<file path="config.mk">
export PLATFORM = sky130hd
export DESIGN_NAME = lrz_resid
export DESIGN_NICKNAME = d
export VERILOG_FILES = /design/src/design/lorentz_multi_peak_residual_defines.svh /design/src/design/lrz_pkg.sv /design/src/design/lrz_resid.sv
export SDC_FILE = /design/constraint.sdc
export NUM_CORES = 2
export LEC_CHECK = 0
export ABC_CLOCK_PERIOD_IN_PS = 7100
export BUFFER_PORTS_ARGS = -buffer_cell sky130_fd_sc_hd__buf_2
export CAP_MARGIN = 20
export CORE_AREA = 2 2 304 426
export CTS_CLUSTER_SIZE = 40
export DETAILED_ROUTE_END_ITERATION = 7
export DIE_AREA = 0 0 306 428
export GPL_TIMING_DRIVEN = 0
export PLACE_DENSITY = 0.68
export SLEW_MARGIN = 20
export SYNTH_ARGS = -nofsm -noshare
export SYNTH_HDL_FRONTEND = slang
export SYNTH_SLANG_ARGS = --single-unit
</file>
<file path="constraint.sdc">
create_clock -name clk -period 7.1 [get_ports clk]
set_input_delay 0.355 -clock clk [delete_from_list [all_inputs] [get_ports clk]]
set_output_delay 0.355 -clock clk [all_outputs]
set_load 0.01 [all_outputs]
</file>
<file path="src/design/lorentz_multi_peak_residual_defines.svh">
// Assertion macros for the Lorentzian residual engine.
`ifndef LORENTZ_MULTI_PEAK_RESIDUAL_DEFINES_SVH
`define LORENTZ_MULTI_PEAK_RESIDUAL_DEFINES_SVH
`ifndef SYNTH
`define LRZ_ASSERT(lbl, ck, rs, prop) \
  lbl: assert property (@(posedge ck) disable iff (rs) prop) \
    else $error("lrz assertion failed");
`define LRZ_ASSERT_ALWAYS(lbl, ck, prop) \
  lbl: assert property (@(posedge ck) prop) \
    else $error("lrz assertion failed");
`else
`define LRZ_ASSERT(lbl, ck, rs, prop)
`define LRZ_ASSERT_ALWAYS(lbl, ck, prop)
`endif
`endif

</file>
<file path="src/design/lrz_pkg.sv">
// Shared types, constants and helpers for the Lorentzian residual engine.
package lrz_pkg;
  localparam int NUM_PEAKS = 16;
  localparam int IDX_W = 4;
  localparam int SUM_W = 40;

  localparam logic CMD_LOAD  = 1'b0;
  localparam logic CMD_POINT = 1'b1;

  localparam logic REG_PEAK_COUNT = 1'b0;
  localparam logic REG_OFFSET     = 1'b1;

  typedef struct packed {
    logic               cmd;
    logic [IDX_W-1:0]   peak_index;
    logic signed [31:0] peak_amplitude;
    logic signed [31:0] peak_center;
    logic signed [31:0] peak_width;
    logic signed [31:0] x_value;
    logic signed [31:0] y_value;
    logic [30:0]        sigma_value;
    logic               last_point;
  } item_t;

  typedef struct packed {
    logic signed [31:0] residual;
    logic [63:0]        chi_square;
    logic               point_last;
    logic               divide_error;
  } result_t;

  typedef struct packed {
    logic                    valid;
    logic signed [31:0]      x;
    logic signed [SUM_W-1:0] sum;
    logic                    err;
  } tok_t;

  typedef struct packed {
    logic signed [31:0] amp;
    logic signed [31:0] ctr;
    logic signed [31:0] wid;
  } peak_t;

  // clamp a quotient magnitude to the signed 32-bit range
  function automatic logic [31:0] sat_mag(logic [31:0] q, logic over, logic neg);
    logic [31:0] lim;
    lim = neg ? 32'h8000_0000 : 32'h7fff_ffff;
    return (over || (q > lim)) ? lim : q;
  endfunction
endpackage

</file>
<file path="src/design/lrz_resid.sv">
// Residual tail: offset, sigma division, saturation and chi-square sum.
module lrz_resid (
  input  logic               clk,
  input  logic               rst,
  input  lrz_pkg::tok_t      tok_in,
  input  logic signed [31:0] offset,
  input  logic signed [31:0] y,
  input  logic [30:0]        sigma,
  input  logic               last,
  input  logic               result_stall,
  output logic               result_valid,
  output lrz_pkg::result_t   result,
  output logic               done
);
  import lrz_pkg::*;

  typedef enum logic [2:0] {S_IDLE, S_CHK, S_DIV, S_SAT, S_SQ, S_OUT} state_t;

  state_t state;
  logic signed [SUM_W-1:0] s;
  logic err;
  logic [31:0] rem;
  logic [31:0] nlo;
  logic [31:0] q;
  logic over;
  logic [4:0] cnt;
  logic [31:0] rmag;
  logic [31:0] res;
  logic [63:0] sq;
  logic [63:0] chi;

  logic [SUM_W-1:0] smag;
  logic neg;
  logic [31:0] shifted;
  logic ge;
  logic [31:0] qmag;
  logic [64:0] chi_add;
  logic [63:0] chi_next;

  assign neg      = s[SUM_W-1];
  assign smag     = neg ? $unsigned(-s) : $unsigned(s);
  assign shifted  = {rem[30:0], nlo[31]};
  assign ge       = shifted >= {1'b0, sigma};
  assign qmag     = sat_mag(q, over, neg);
  assign chi_add  = {1'b0, chi} + {1'b0, sq};
  assign chi_next = chi_add[64] ? '1 : chi_add[63:0];

  always_ff @(posedge clk) begin
    if (rst) begin
      state <= S_IDLE;
      result_valid <= 1'b0;
      done <= 1'b0;
      chi <= '0;
    end else begin
      done <= 1'b0;
      if (result_valid && !result_stall) begin
        result_valid <= 1'b0;
      end
      unique case (state)
        S_IDLE: begin
          if (tok_in.valid) begin
            s <= tok_in.sum + SUM_W'(offset) - SUM_W'(y);
            err <= tok_in.err;
            state <= S_CHK;
          end
        end
        S_CHK: begin
          over <= 1'b0;
          q <= '0;
          if (sigma == '0) begin
            err <= 1'b1;
            state <= S_SAT;
          end else if ({7'b0, smag} >= {sigma, 16'b0}) begin
            over <= 1'b1;
            state <= S_SAT;
          end else begin
            rem <= {8'b0, smag[SUM_W-1:16]};
            nlo <= {smag[15:0], 16'b0};
            cnt <= 5'd31;
            state <= S_DIV;
          end
        end
        S_DIV: begin
          rem <= ge ? (shifted - {1'b0, sigma}) : shifted;
          q <= {q[30:0], ge};
          nlo <= {nlo[30:0], 1'b0};
          if (cnt == '0) begin
            state <= S_SAT;
          end else begin
            cnt <= cnt - 5'd1;
          end
        end
        S_SAT: begin
          rmag <= qmag;
          res <= neg ? -qmag : qmag;
          state <= S_SQ;
        end
        S_SQ: begin
          sq <= rmag * rmag;
          state <= S_OUT;
        end
        S_OUT: begin
          if (!result_valid || !result_stall) begin
            result_valid <= 1'b1;
            result.residual <= res;
            result.chi_square <= chi_next;
            result.point_last <= last;
            result.divide_error <= err;
            chi <= last ? '0 : chi_next;
            done <= 1'b1;
            state <= S_IDLE;
          end
        end
        default: state <= S_IDLE;
      endcase
    end
  end
endmodule

</file>
==> impl_metrics.env <==
export IMPL_ys_flop_type="edfxtp_1"
export IMPL_htreeDepth=2
export IMPL_die_h_um=428
export IMPL_syn_to_final_growth_pct=16.0
export IMPL_gp_congestion=1.00
export IMPL_routed_wirelength_um=179000
export IMPL_nNetsFinal=7940
export IMPL_slew_headroom_pct=30.7
export IMPL_synthTopCellsByArea="fa_1 (29%), edfxtp_1 (18%), ha_1 (11%)"
export IMPL_grt_pass1_wl_um=269000
export IMPL_syn_nets=7463
export IMPL_ys_async_sr_fraction_pct=0
export IMPL_fmax_mhz=125
export IMPL_synth_edff_count=350
export IMPL_wl_per_cell_um=22.0
export IMPL_cts_root_buf="clkbuf_16"
export IMPL_clk_latency_ps=650
export IMPL_vias=45000
export IMPL_drc_errors=0
export IMPL_path_max_fanout=10
export IMPL_min_period_ps=8000
export IMPL_coreArea_mm2=0.127
export IMPL_die_area_mm2=0.131
export IMPL_cp_slowest_cell="fa_1"
export IMPL_final_setup_skew_ps=39.9
export IMPL_cp_start_kind="register"
export IMPL_synth_seq_cells=419
export IMPL_final_setup_viol_count=36
export IMPL_reg2reg_from="rmag[6]"
export IMPL_grt_start_max_net_pins=70
export IMPL_worst_slew_pin_slew_ps=1040
export IMPL_drtIter0Drc=2989
export IMPL_critPathKind="register to register"
export IMPL_ys_types=100
export IMPL_syn_area_per_cell_um2=9.52
export IMPL_via_per_inst=5.53
export IMPL_worst_slack_ps=-902
export IMPL_holdPathStages=2
export IMPL_place_ws_ps=-1980
export IMPL_final_period_utilization_pct=113
export IMPL_worst_setup_path_end_kind="register"
export IMPL_grt_ovfl_total=0
export IMPL_rsz0062_at_grt="true"
export IMPL_io_pins=273
export IMPL_hpwl_um=142000
export IMPL_antenna_found_initial=2
export IMPL_slew_violations=0
export IMPL_start_util_pct=44.7
export IMPL_netlist_area_mm2=0.0568
export IMPL_cts_sinks=419
export IMPL_synth_seq_area_share_pct=20.9
export IMPL_grt_usage_pct=26.9
export IMPL_port_buffers=239
export IMPL_min_path_type="primary input to register"
export IMPL_r2r_end="sq[53]"
export IMPL_synth_top_cell_area_share_pct=29.3
export IMPL_fillerInstances=11300
export IMPL_cts_clk_slew_worst_paths_ps=80
export IMPL_ant_nets=0
export IMPL_drive_gt1_share_pct=14.8
export IMPL_crit_top_cell="fa_1"
export IMPL_clockBufferDepth=3
export IMPL_outcome="finished, violations left"
export IMPL_yosys_warnings=0
export IMPL_yosysTopAreaCell="fa_1"
export IMPL_yosys_top_cells_count="inv_1 (1231), fa_1 (832), nand2_1 (493)"
export IMPL_r2r_slack_ps=-900
export IMPL_max_cap_violations=0
export IMPL_crit_arrival_ps=8450
export IMPL_grt_pass1_vias=47300
export IMPL_fin_util_pct=51.9
export IMPL_fp_dieW_um=306
export IMPL_cts_hold_buf=0
export IMPL_min_delay_start="tok_in[0]"
export IMPL_slowest_delay_ps=550
export IMPL_hold_end="err"
export IMPL_synth_cells=5966
export IMPL_tritoncts="built"
export IMPL_final_setup_tns_ps=-15050
export IMPL_dp_cells=7879
export IMPL_yosysMostFrequentCell="inv_1"
export IMPL_worstRegToRegCells=28
export IMPL_rows=155
export IMPL_crit_required_ps=7550
export IMPL_violations="setup timing"
export IMPL_cts_buffers=45
export IMPL_dr_pass1_iters=5
export IMPL_final_instance_count_excl_fill=8129
export IMPL_hold_viol_final=0
logic make-up (layout without fill, tap and decap cells):
logic type,Yosys count,in the layout,synth area share (%)
compound gates,1068,1068,12.7
xor+xnor,232,232,3.58
fa+ha+maj,1324,1324,40.2
buf+inv,1459,1971,9.70
flops,419,419,20.9
mux,24,24,0.436
other cells,0,3,0
simple gates,1440,1440,12.5
state kept, by name, summed over array words and instances, names as in the netlist:
name,cells
state,3
res,31
err,1
nlo,16
result,98
chi,64
rmag,32
q,32
s,40
rem,31
sq,63
cnt,5
done,1
over,1
result_valid,1
layer usage:
metal  GRT usage, %  up-vias  part of all wire (%)
met5              0        -                0.0062
met4           16.6        2                   7.7
met3           4.19      621                   6.6
met2           48.3     1822                    50
met1           29.6    22100                    36
li1               -    20400                     -
worst max path at each step:
stage / startpoint / to / slack (ps) / cells after the start
floorplan: rmag[2] / sq[63] / -150 / 24
CTS: rmag[2] / sq[63] / -940 / 24
global placement: rmag[7] / sq[63] / -1940 / 22
finish: rmag[6] / sq[53] / -900 / 28
detailed placement: rmag[27] / sq[63] / -1980 / 22
global route: rmag[13] / sq[63] / -1070 / 24
worst max-delay path, delay by kind of cell (launching register included):
family	cells	cell delay, ps
compound gates	4	1160
buf+inv	9	840
fa+ha+maj	9	4340
simple gates	5	800
flops	1	420
xor+xnor	1	210
cell usage in the layout, fill, tap and decap left out, types with 27 or more instances in the layout:
cell type,instances
nand2_1,456
a21oi_1,220
xor2_1,86
clkbuf_8,31
a21o_1,176
o21a_1,39
nor3_1,74
clkbuf_16,62
o21bai_1,48
fa_2,28
and2_1,240
nor2b_1,29
inv_1,1211
dfxtp_1,69
xnor2_1,142
buf_4,157
clkbuf_1,113
edfxtp_1,350
ha_1,462
nor2_1,233
o21ai_0,177
nand2b_1,27
buf_2,254
buf_6,32
nand3_1,79
a31oi_1,50
nand4_1,62
fa_1,804
a22o_1,51
cell type report:
| type | instances | area (um2) | area share, % |
|---|---|---|---|
| Multi-Input combinational cell | 4088 | 40900 | 62.1 |
| Sequential cell | 419 | 11900 | 18.0 |
| Inverter | 1233 | 4660 | 7.06 |
| Timing Repair Buffer | 439 | 3080 | 4.67 |
| Tap cell | 1648 | 2060 | 3.13 |
| Buffer | 217 | 1750 | 2.66 |
| Clock buffer | 57 | 1240 | 1.88 |
| Clock inverter | 25 | 288 | 0.437 |
| Antenna cell | 3 | 7.51 | 0.0114 |
through the flow:
stage / hold WS [ps] / instance area, um2
floorplan: 400 / 57200
global route: 26.8 / 65900
detailed placement: 405 / 60800
global placement: 405 / 60500
CTS: 2.98 / 64600
finish: 33.8 / 65900
repair_timing:
| action | 4_1_cts | 5_1_grt |
|---|---|---|
| buffers inserted | 103 | 71 |
| resized for setup | 317 | 220 |
| pin swaps | 73 | 106 |
| cloned | 1 | 0 |
| endpoints found under the setup margin | 63 | 50 |
Power is not shown: default switching activity piles up to over one toggle a cycle in this logic, so the estimate is an artifact.
