[src/design/lorentz_multi_peak_residual_defines.svh]
// Assertion macros for the Lorentzian residual engine.
`ifndef LORENTZ_MULTI_PEAK_RESIDUAL_DEFINES_SVH
`define LORENTZ_MULTI_PEAK_RESIDUAL_DEFINES_SVH
`ifndef SYNTH
`define LRZ_ASSERT(lbl, ck, rs, prop) \
  lbl: assert property (@(posedge ck) disable iff (rs) prop) \
    else $error("lrz assertion failed");
`define LRZ_ASSERT_ALWAYS(lbl, ck, prop) \
  lbl: assert property (@(posedge ck) prop) \
    else $error("lrz assertion failed");
`else
`define LRZ_ASSERT(lbl, ck, rs, prop)
`define LRZ_ASSERT_ALWAYS(lbl, ck, prop)
`endif
`endif

[src/design/lrz_pkg.sv]
// Shared types, constants and helpers for the Lorentzian residual engine.
package lrz_pkg;
  localparam int NUM_PEAKS = 16;
  localparam int IDX_W = 4;
  localparam int SUM_W = 40;

  localparam logic CMD_LOAD  = 1'b0;
  localparam logic CMD_POINT = 1'b1;

  localparam logic REG_PEAK_COUNT = 1'b0;
  localparam logic REG_OFFSET     = 1'b1;

  typedef struct packed {
    logic               cmd;
    logic [IDX_W-1:0]   peak_index;
    logic signed [31:0] peak_amplitude;
    logic signed [31:0] peak_center;
    logic signed [31:0] peak_width;
    logic signed [31:0] x_value;
    logic signed [31:0] y_value;
    logic [30:0]        sigma_value;
    logic               last_point;
  } item_t;

  typedef struct packed {
    logic signed [31:0] residual;
    logic [63:0]        chi_square;
    logic               point_last;
    logic               divide_error;
  } result_t;

  typedef struct packed {
    logic                    valid;
    logic signed [31:0]      x;
    logic signed [SUM_W-1:0] sum;
    logic                    err;
  } tok_t;

  typedef struct packed {
    logic signed [31:0] amp;
    logic signed [31:0] ctr;
    logic signed [31:0] wid;
  } peak_t;

  // clamp a quotient magnitude to the signed 32-bit range
  function automatic logic [31:0] sat_mag(logic [31:0] q, logic over, logic neg);
    logic [31:0] lim;
    lim = neg ? 32'h8000_0000 : 32'h7fff_ffff;
    return (over || (q > lim)) ? lim : q;
  endfunction
endpackage

[src/design/lrz_cell.sv]
// One peak cell: holds a peak and adds its Lorentzian term to the passing token.
module lrz_cell (
  input  logic          clk,
  input  logic          rst,
  input  logic          load_we,
  input  lrz_pkg::peak_t load_data,
  input  logic          en,
  input  lrz_pkg::tok_t tok_in,
  output lrz_pkg::tok_t tok_out
);
  import lrz_pkg::*;

  typedef enum logic [2:0] {
    S_IDLE, S_MUL0, S_MUL1, S_MUL2, S_DEN, S_CHK, S_DIV, S_ACC
  } state_t;

  state_t state;
  peak_t peak;
  logic signed [31:0] x;
  logic signed [SUM_W-1:0] sum;
  logic err;
  logic [31:0] ud;
  logic [63:0] d2;
  logic [63:0] w2;
  logic [63:0] n;
  logic [66:0] den;
  logic [67:0] rem;
  logic [31:0] nlo;
  logic [31:0] q;
  logic over;
  logic [4:0] cnt;

  logic signed [32:0] diff;
  logic [31:0] ud_in;
  logic [31:0] ua;
  logic [31:0] uw;
  logic neg;
  logic [31:0] mul_a;
  logic [31:0] mul_b;
  logic [63:0] prod;
  logic [67:0] shifted;
  logic ge;
  logic [31:0] tmag;
  logic signed [SUM_W-1:0] term;

  assign diff  = 33'(tok_in.x) - 33'(peak.ctr);
  assign ud_in = diff[32] ? 32'(-diff) : diff[31:0];
  assign ua    = peak.amp[31] ? 32'(-peak.amp) : peak.amp;
  assign uw    = peak.wid[31] ? 32'(-peak.wid) : peak.wid;
  assign neg   = peak.amp[31] ^ peak.wid[31];

  always_comb begin
    case (state)
      S_MUL0: begin mul_a = ud; mul_b = ud; end
      S_MUL1: begin mul_a = uw; mul_b = uw; end
      default: begin mul_a = ua; mul_b = uw; end
    endcase
  end
  assign prod = mul_a * mul_b;

  assign shifted = {rem[66:0], nlo[31]};
  assign ge      = shifted >= {1'b0, den};
  assign tmag    = sat_mag(q, over, neg);
  assign term    = neg ? -$signed(SUM_W'(tmag)) : $signed(SUM_W'(tmag));

  always_ff @(posedge clk) begin
    if (load_we) begin
      peak <= load_data;
    end
  end

  always_ff @(posedge clk) begin
    if (rst) begin
      state <= S_IDLE;
      tok_out.valid <= 1'b0;
    end else begin
      tok_out.valid <= 1'b0;
      unique case (state)
        S_IDLE: begin
          if (tok_in.valid) begin
            if (!en) begin
              tok_out <= tok_in;
            end else begin
              x <= tok_in.x;
              sum <= tok_in.sum;
              err <= tok_in.err;
              ud <= ud_in;
              state <= S_MUL0;
            end
          end
        end
        S_MUL0: begin
          d2 <= prod;
          state <= S_MUL1;
        end
        S_MUL1: begin
          w2 <= prod;
          state <= S_MUL2;
        end
        S_MUL2: begin
          n <= prod;
          state <= S_DEN;
        end
        S_DEN: begin
          den <= {1'b0, d2, 2'b00} + {3'b000, w2};
          state <= S_CHK;
        end
        S_CHK: begin
          over <= 1'b0;
          q <= '0;
          if (den == '0) begin
            err <= 1'b1;
            state <= S_ACC;
          end else if ({19'b0, n} >= {den, 16'b0}) begin
            over <= 1'b1;
            state <= S_ACC;
          end else begin
            rem <= {20'b0, n[63:16]};
            nlo <= {n[15:0], 16'b0};
            cnt <= 5'd31;
            state <= S_DIV;
          end
        end
        S_DIV: begin
          rem <= ge ? (shifted - {1'b0, den}) : shifted;
          q <= {q[30:0], ge};
          nlo <= {nlo[30:0], 1'b0};
          if (cnt == '0) begin
            state <= S_ACC;
          end else begin
            cnt <= cnt - 5'd1;
          end
        end
        S_ACC: begin
          tok_out.valid <= 1'b1;
          tok_out.x <= x;
          tok_out.sum <= sum + term;
          tok_out.err <= err;
          state <= S_IDLE;
        end
        default: state <= S_IDLE;
      endcase
    end
  end
endmodule

[config.mk]
export PLATFORM = sky130hd
export DESIGN_NAME = lrz_cell
export DESIGN_NICKNAME = d
export VERILOG_FILES = /design/src/design/lorentz_multi_peak_residual_defines.svh /design/src/design/lrz_pkg.sv /design/src/design/lrz_cell.sv
export SDC_FILE = /design/constraint.sdc
export NUM_CORES = 2
export LEC_CHECK = 0
export ABC_AREA = 1
export BUFFER_PORTS_ARGS = -buffer_cell sky130_fd_sc_hd__buf_2
export CELL_PAD_IN_SITES_DETAIL_PLACEMENT = 2
export CELL_PAD_IN_SITES_GLOBAL_PLACEMENT = 2
export CORE_MARGIN = 8
export CORE_UTILIZATION = 40
export CTS_CLUSTER_SIZE = 40
export DETAILED_ROUTE_END_ITERATION = 16
export MAX_ROUTING_LAYER = met4
export PLACE_DENSITY = 0.89
export SETUP_SLACK_MARGIN = 0.02
export SYNTH_ARGS = -nofsm -noshare
export SYNTH_HDL_FRONTEND = slang
export SYNTH_SLANG_ARGS = --single-unit
[constraint.sdc]
create_clock -name clk -period 14.7 [get_ports clk]
set_clock_uncertainty 0.05 [all_clocks]
set_input_delay 4.41 -clock clk [delete_from_list [all_inputs] [get_ports clk]]
set_output_delay 4.41 -clock clk [all_outputs]
set_load 0.1 [all_outputs]
==> results by stage <==
Detailed routing:
- The routed wirelength normalized by instance count is 33.7 um.
- The detail route stage leaves a number of antenna-violating nets equal to 0.
- The detailed router finished its first iteration with 7081 violations.
- The routed layout has 71282 vias.
- For this run, design rule violations remaining after detail routing come to 0.
- The post-detailed-route via-to-cell ratio is 6.16.
- The final layout contains routed wiring with a total length of 389000 um.
- The iteration count of the initial detailed-routing pass is 9.

Placement:
- The number of buffers added on ports is 247.
- The number of placed instances, taps included is 11367.
- After legalization and detailed placement, the total HPWL measured 274000 um.
- The last weighted congestion value of the routability-driven placer is 1.01.

Timing:
- Dividing the final minimum period by the clock period gives 0.870.
- The total negative setup slack is 0 ns.
- In this run the tightest slew margin relative to its limit is -0.0257.
- Based on the critical path, the design can be clocked at up to 78.2 MHz.
- For the pin with the worst max-slew slack, the measured transition is 1.53 ns.
- Setup violations remaining at the end of the flow were counted as 0.
- After layout, the minimum clock period comes to 12.80 ns.
- The final count of pins violating max slew is 9.
- The minimum hold slack is 0.385 ns.
- Setup repair after global routing left no endpoint under its margin.
- The final count of hold timing violations came to 0.

Layout:
- The layout cell share with drive strength beyond 1 is 0.0649.
- The filler cells instantiated in the layout total 20678.
- The final layout contains 10593 nets.
- Relative to the synthesized area, the layout overhead comes to 9.30%.
- The finished layout holds 11565 standard cells, fillers aside.

Clock network:
- The clock tree root driver cell is sky130_fd_sc_hd__clkbuf_16.
- The count of buffers added by post-CTS timing repair for setup is 0.
- The clock latency of the later-clocked register in the worst-skew pair is 0.74 ns.
- Clock tree synthesis inserted a total of 82 buffers.
- In this run, post-CTS hold repair placed 0 buffers.
- The number of clock sinks seen by CTS is 658.
- Clock-pin slew was measured on the worst setup and hold paths at 0.06 ns.
- TritonCTS built the clock tree.
- The post-CTS resize count is 0.
- The clock passes through at most 3 buffers.
- In this run the number of H-tree levels came out at 3.

Yosys:
- The number of synthesized register bits is 658.
- Counting every instance in the synthesized netlist gives 8786.
- Counting flops with an async set or reset pin after synthesis yields a share of 0.
- The most used standard cell by instance count after synthesis is sky130_fd_sc_hd__inv_1.
- In the synthesized netlist, the cells that appear most often are sky130_fd_sc_hd__inv_1, sky130_fd_sc_hd__nand2_1, sky130_fd_sc_hd__nor2_1.
- The number of nets handed over by synthesis was 10408.
- After synthesis, the largest family of logic cells by area is adder cells.
- The proportion of netlist area held by the largest area contributor is 0.263.
- The most used flip-flop cell after synthesis is sky130_fd_sc_hd__edfxtp_1.
- Yosys printed 0 warnings.
- The portion of the post-synthesis area used by sequential elements is 0.264.
- sky130_fd_sc_hd__edfxtp_1 takes more of the synthesized area than any other cell.
- Summing every instance area after synthesis gives 74600 sq um.
- The compound-gate portion of the synthesized area is 0.0934.
- The arithmetic-cell share of the synthesized area counting full adders, half adders and majority gates is 0.333.
- In the post-synthesis netlist, the biggest area contributors are sky130_fd_sc_hd__edfxtp_1, sky130_fd_sc_hd__fa_1, sky130_fd_sc_hd__ha_1, sky130_fd_sc_hd__inv_1, sky130_fd_sc_hd__nand2_1.
- The number of different library cells used by synthesis comes to 74.
- Of the total synthesized cell area, the portion taken by XOR and XNOR cells is 0.0314.
- The simple-gate share of the synthesized area is 0.177.
- After synthesis, the share of cell area in mux cells is 0.000151.
- In this run, synthesis inferred 654 flip-flops with an integrated enable.
- The mean cell area of the mapped netlist is 8.49 sq um.

Global routing:
- The via count of the first global-routing pass is 79042.
- The first global-routing pass estimated 531000 um of wire.
- For this run, the total global-route usage over all layers was measured as 0.366.
- The number of antenna violations at the first check in global routing was 30.
- Entering global routing, the biggest net connects 101 pins.
- For this run the aggregate overflow at the end of global routing stands at 0.

Critical path:
- The peak fanout along the critical path is 25.
- The slowest cell on the critical path is sky130_fd_sc_hd__clkinv_1.
- The most repeated library cell on the critical path is sky130_fd_sc_hd__fa_1.
- The category of the most critical setup path is reg -> reg.
- The sort of element at the start of the critical path is a flip-flop.
- STA classifies the critical path endpoint as a flip-flop.
- On the worst path, the slowest cell contributes a delay of 1.01 ns.
- At the worst endpoint, the arrival time is 13.18 ns.
- The data required time of the critical path is 15.09 ns.

Floorplanning:
- The number of placed I/O pins is 248.
- The area of the die is 201000 sq um.
- The initial standard-cell utilization of the core is 0.402.
- Measured along the y axis, the die boundary spans 448 um.
- The floorplan row count is 158.
- The horizontal extent of the die is 448 um.
- The floorplan step defined a core boundary enclosing 185000 sq um.

Run:
- Max-cap violations in this run came to 1.

Outcome:
- The run finished, with violations left.
- The final reports fail on max-capacitance violations, max-slew violations.

Min path:
- The min-delay analysis places its worst path in the category reg -> reg.
==> sequential cells by signal, summed over array words and instances, names as in the netlist <==
| register | cells |
|---|---|
| n | 64 |
| err | 1 |
| sum | 40 |
| w2 | 64 |
| q | 32 |
| nlo | 16 |
| rem | 67 |
| den | 67 |
| state | 3 |
| tok_out | 74 |
| cnt | 5 |
| over | 1 |
| x | 32 |
| d2 | 64 |
| peak | 96 |
| ud | 32 |
==> final timing paths <==
path	from	endpoint	slack [ns]	cells after the start
worst max-delay path	state[2]	d2[58]	1.90	31
worst min-delay path	w2[0]	den[0]	0.39	0
worst max register to register	state[2]	d2[58]	1.90	31
worst min register to register	w2[0]	den[0]	0.39	0
==> stage by stage <==
step	utilization	setup slack (ns)	cell area (sq um)
detailed placement	0.424	3.24	78700
floorplan	-	2.27	74600
finish	0.440	1.90	81500
CTS	0.439	2.92	81400
global placement	0.424	3.82	78700
global route	0.440	1.90	81500
==> kinds of logic (layout without fill, tap and decap cells) <==
kind of cell | after synthesis | after routing
AOI/OAI and AO/OA | 1221 | 1221
and+or+nand+nor | 3254 | 3254
muxes | 1 | 1
DFF | 658 | 658
other | 0 | 47
buffers and inverters | 1937 | 2189
adders and majority gates | 1448 | 1448
xor gates and xnor gates | 267 | 267
==> placed cells by master (no fill, tap or decap), types with 83 or more instances in the layout <==
cell type                   Yosys  layout
sky130_fd_sc_hd__a21oi_1      493     491
sky130_fd_sc_hd__nand2_1     1553    1538
sky130_fd_sc_hd__buf_4         12      94
sky130_fd_sc_hd__clkbuf_16      0      83
sky130_fd_sc_hd__fa_1         900     900
sky130_fd_sc_hd__inv_1       1667    1664
sky130_fd_sc_hd__nand3_1      207     207
sky130_fd_sc_hd__o21ai_0      372     370
sky130_fd_sc_hd__xor2_1       162     162
sky130_fd_sc_hd__nor2_1      1214    1210
sky130_fd_sc_hd__a31oi_1       88      88
sky130_fd_sc_hd__xnor2_1      104     104
sky130_fd_sc_hd__buf_2         62     246
sky130_fd_sc_hd__ha_1         548     548
sky130_fd_sc_hd__edfxtp_1     654     654
==> routing by layer <==
metal | share of wire | track usage | up-vias
met4 | 0.10 | 0.242 | 0
met3 | 0.088 | 0.0635 | 2200
met1 | 0.35 | 0.414 | 36034
met5 | 0 | - | -
met2 | 0.46 | 0.598 | 4725
li1 | - | - | 28323
==> cell type report <==
cell class / count / area, sq um / area share
multi-input combinational: 6191 / 47600 / 0.583
sequential: 658 / 19700 / 0.242
inverter: 1698 / 6380 / 0.0783
tap: 2480 / 3100 / 0.0381
clock buffer: 94 / 2120 / 0.0260
timing repair buffer: 340 / 1940 / 0.0238
clock inverter: 57 / 597 / 0.00732
antenna: 47 / 118 / 0.00144
==> critical path: cells and delay by family, from the launching register on <==
kind	cells	cell delay (ns)
AO/OA/AOI/OAI	2	0.45
XOR/XNOR	1	0.44
adder cells (fa/ha/maj)	9	4.85
buffers and inverters	7	2.22
flip-flops	1	0.59
AND/OR/NAND/NOR	12	3.85
Power is not shown: default switching activity piles up to over one toggle a cycle in this logic, so the estimate is an artifact.
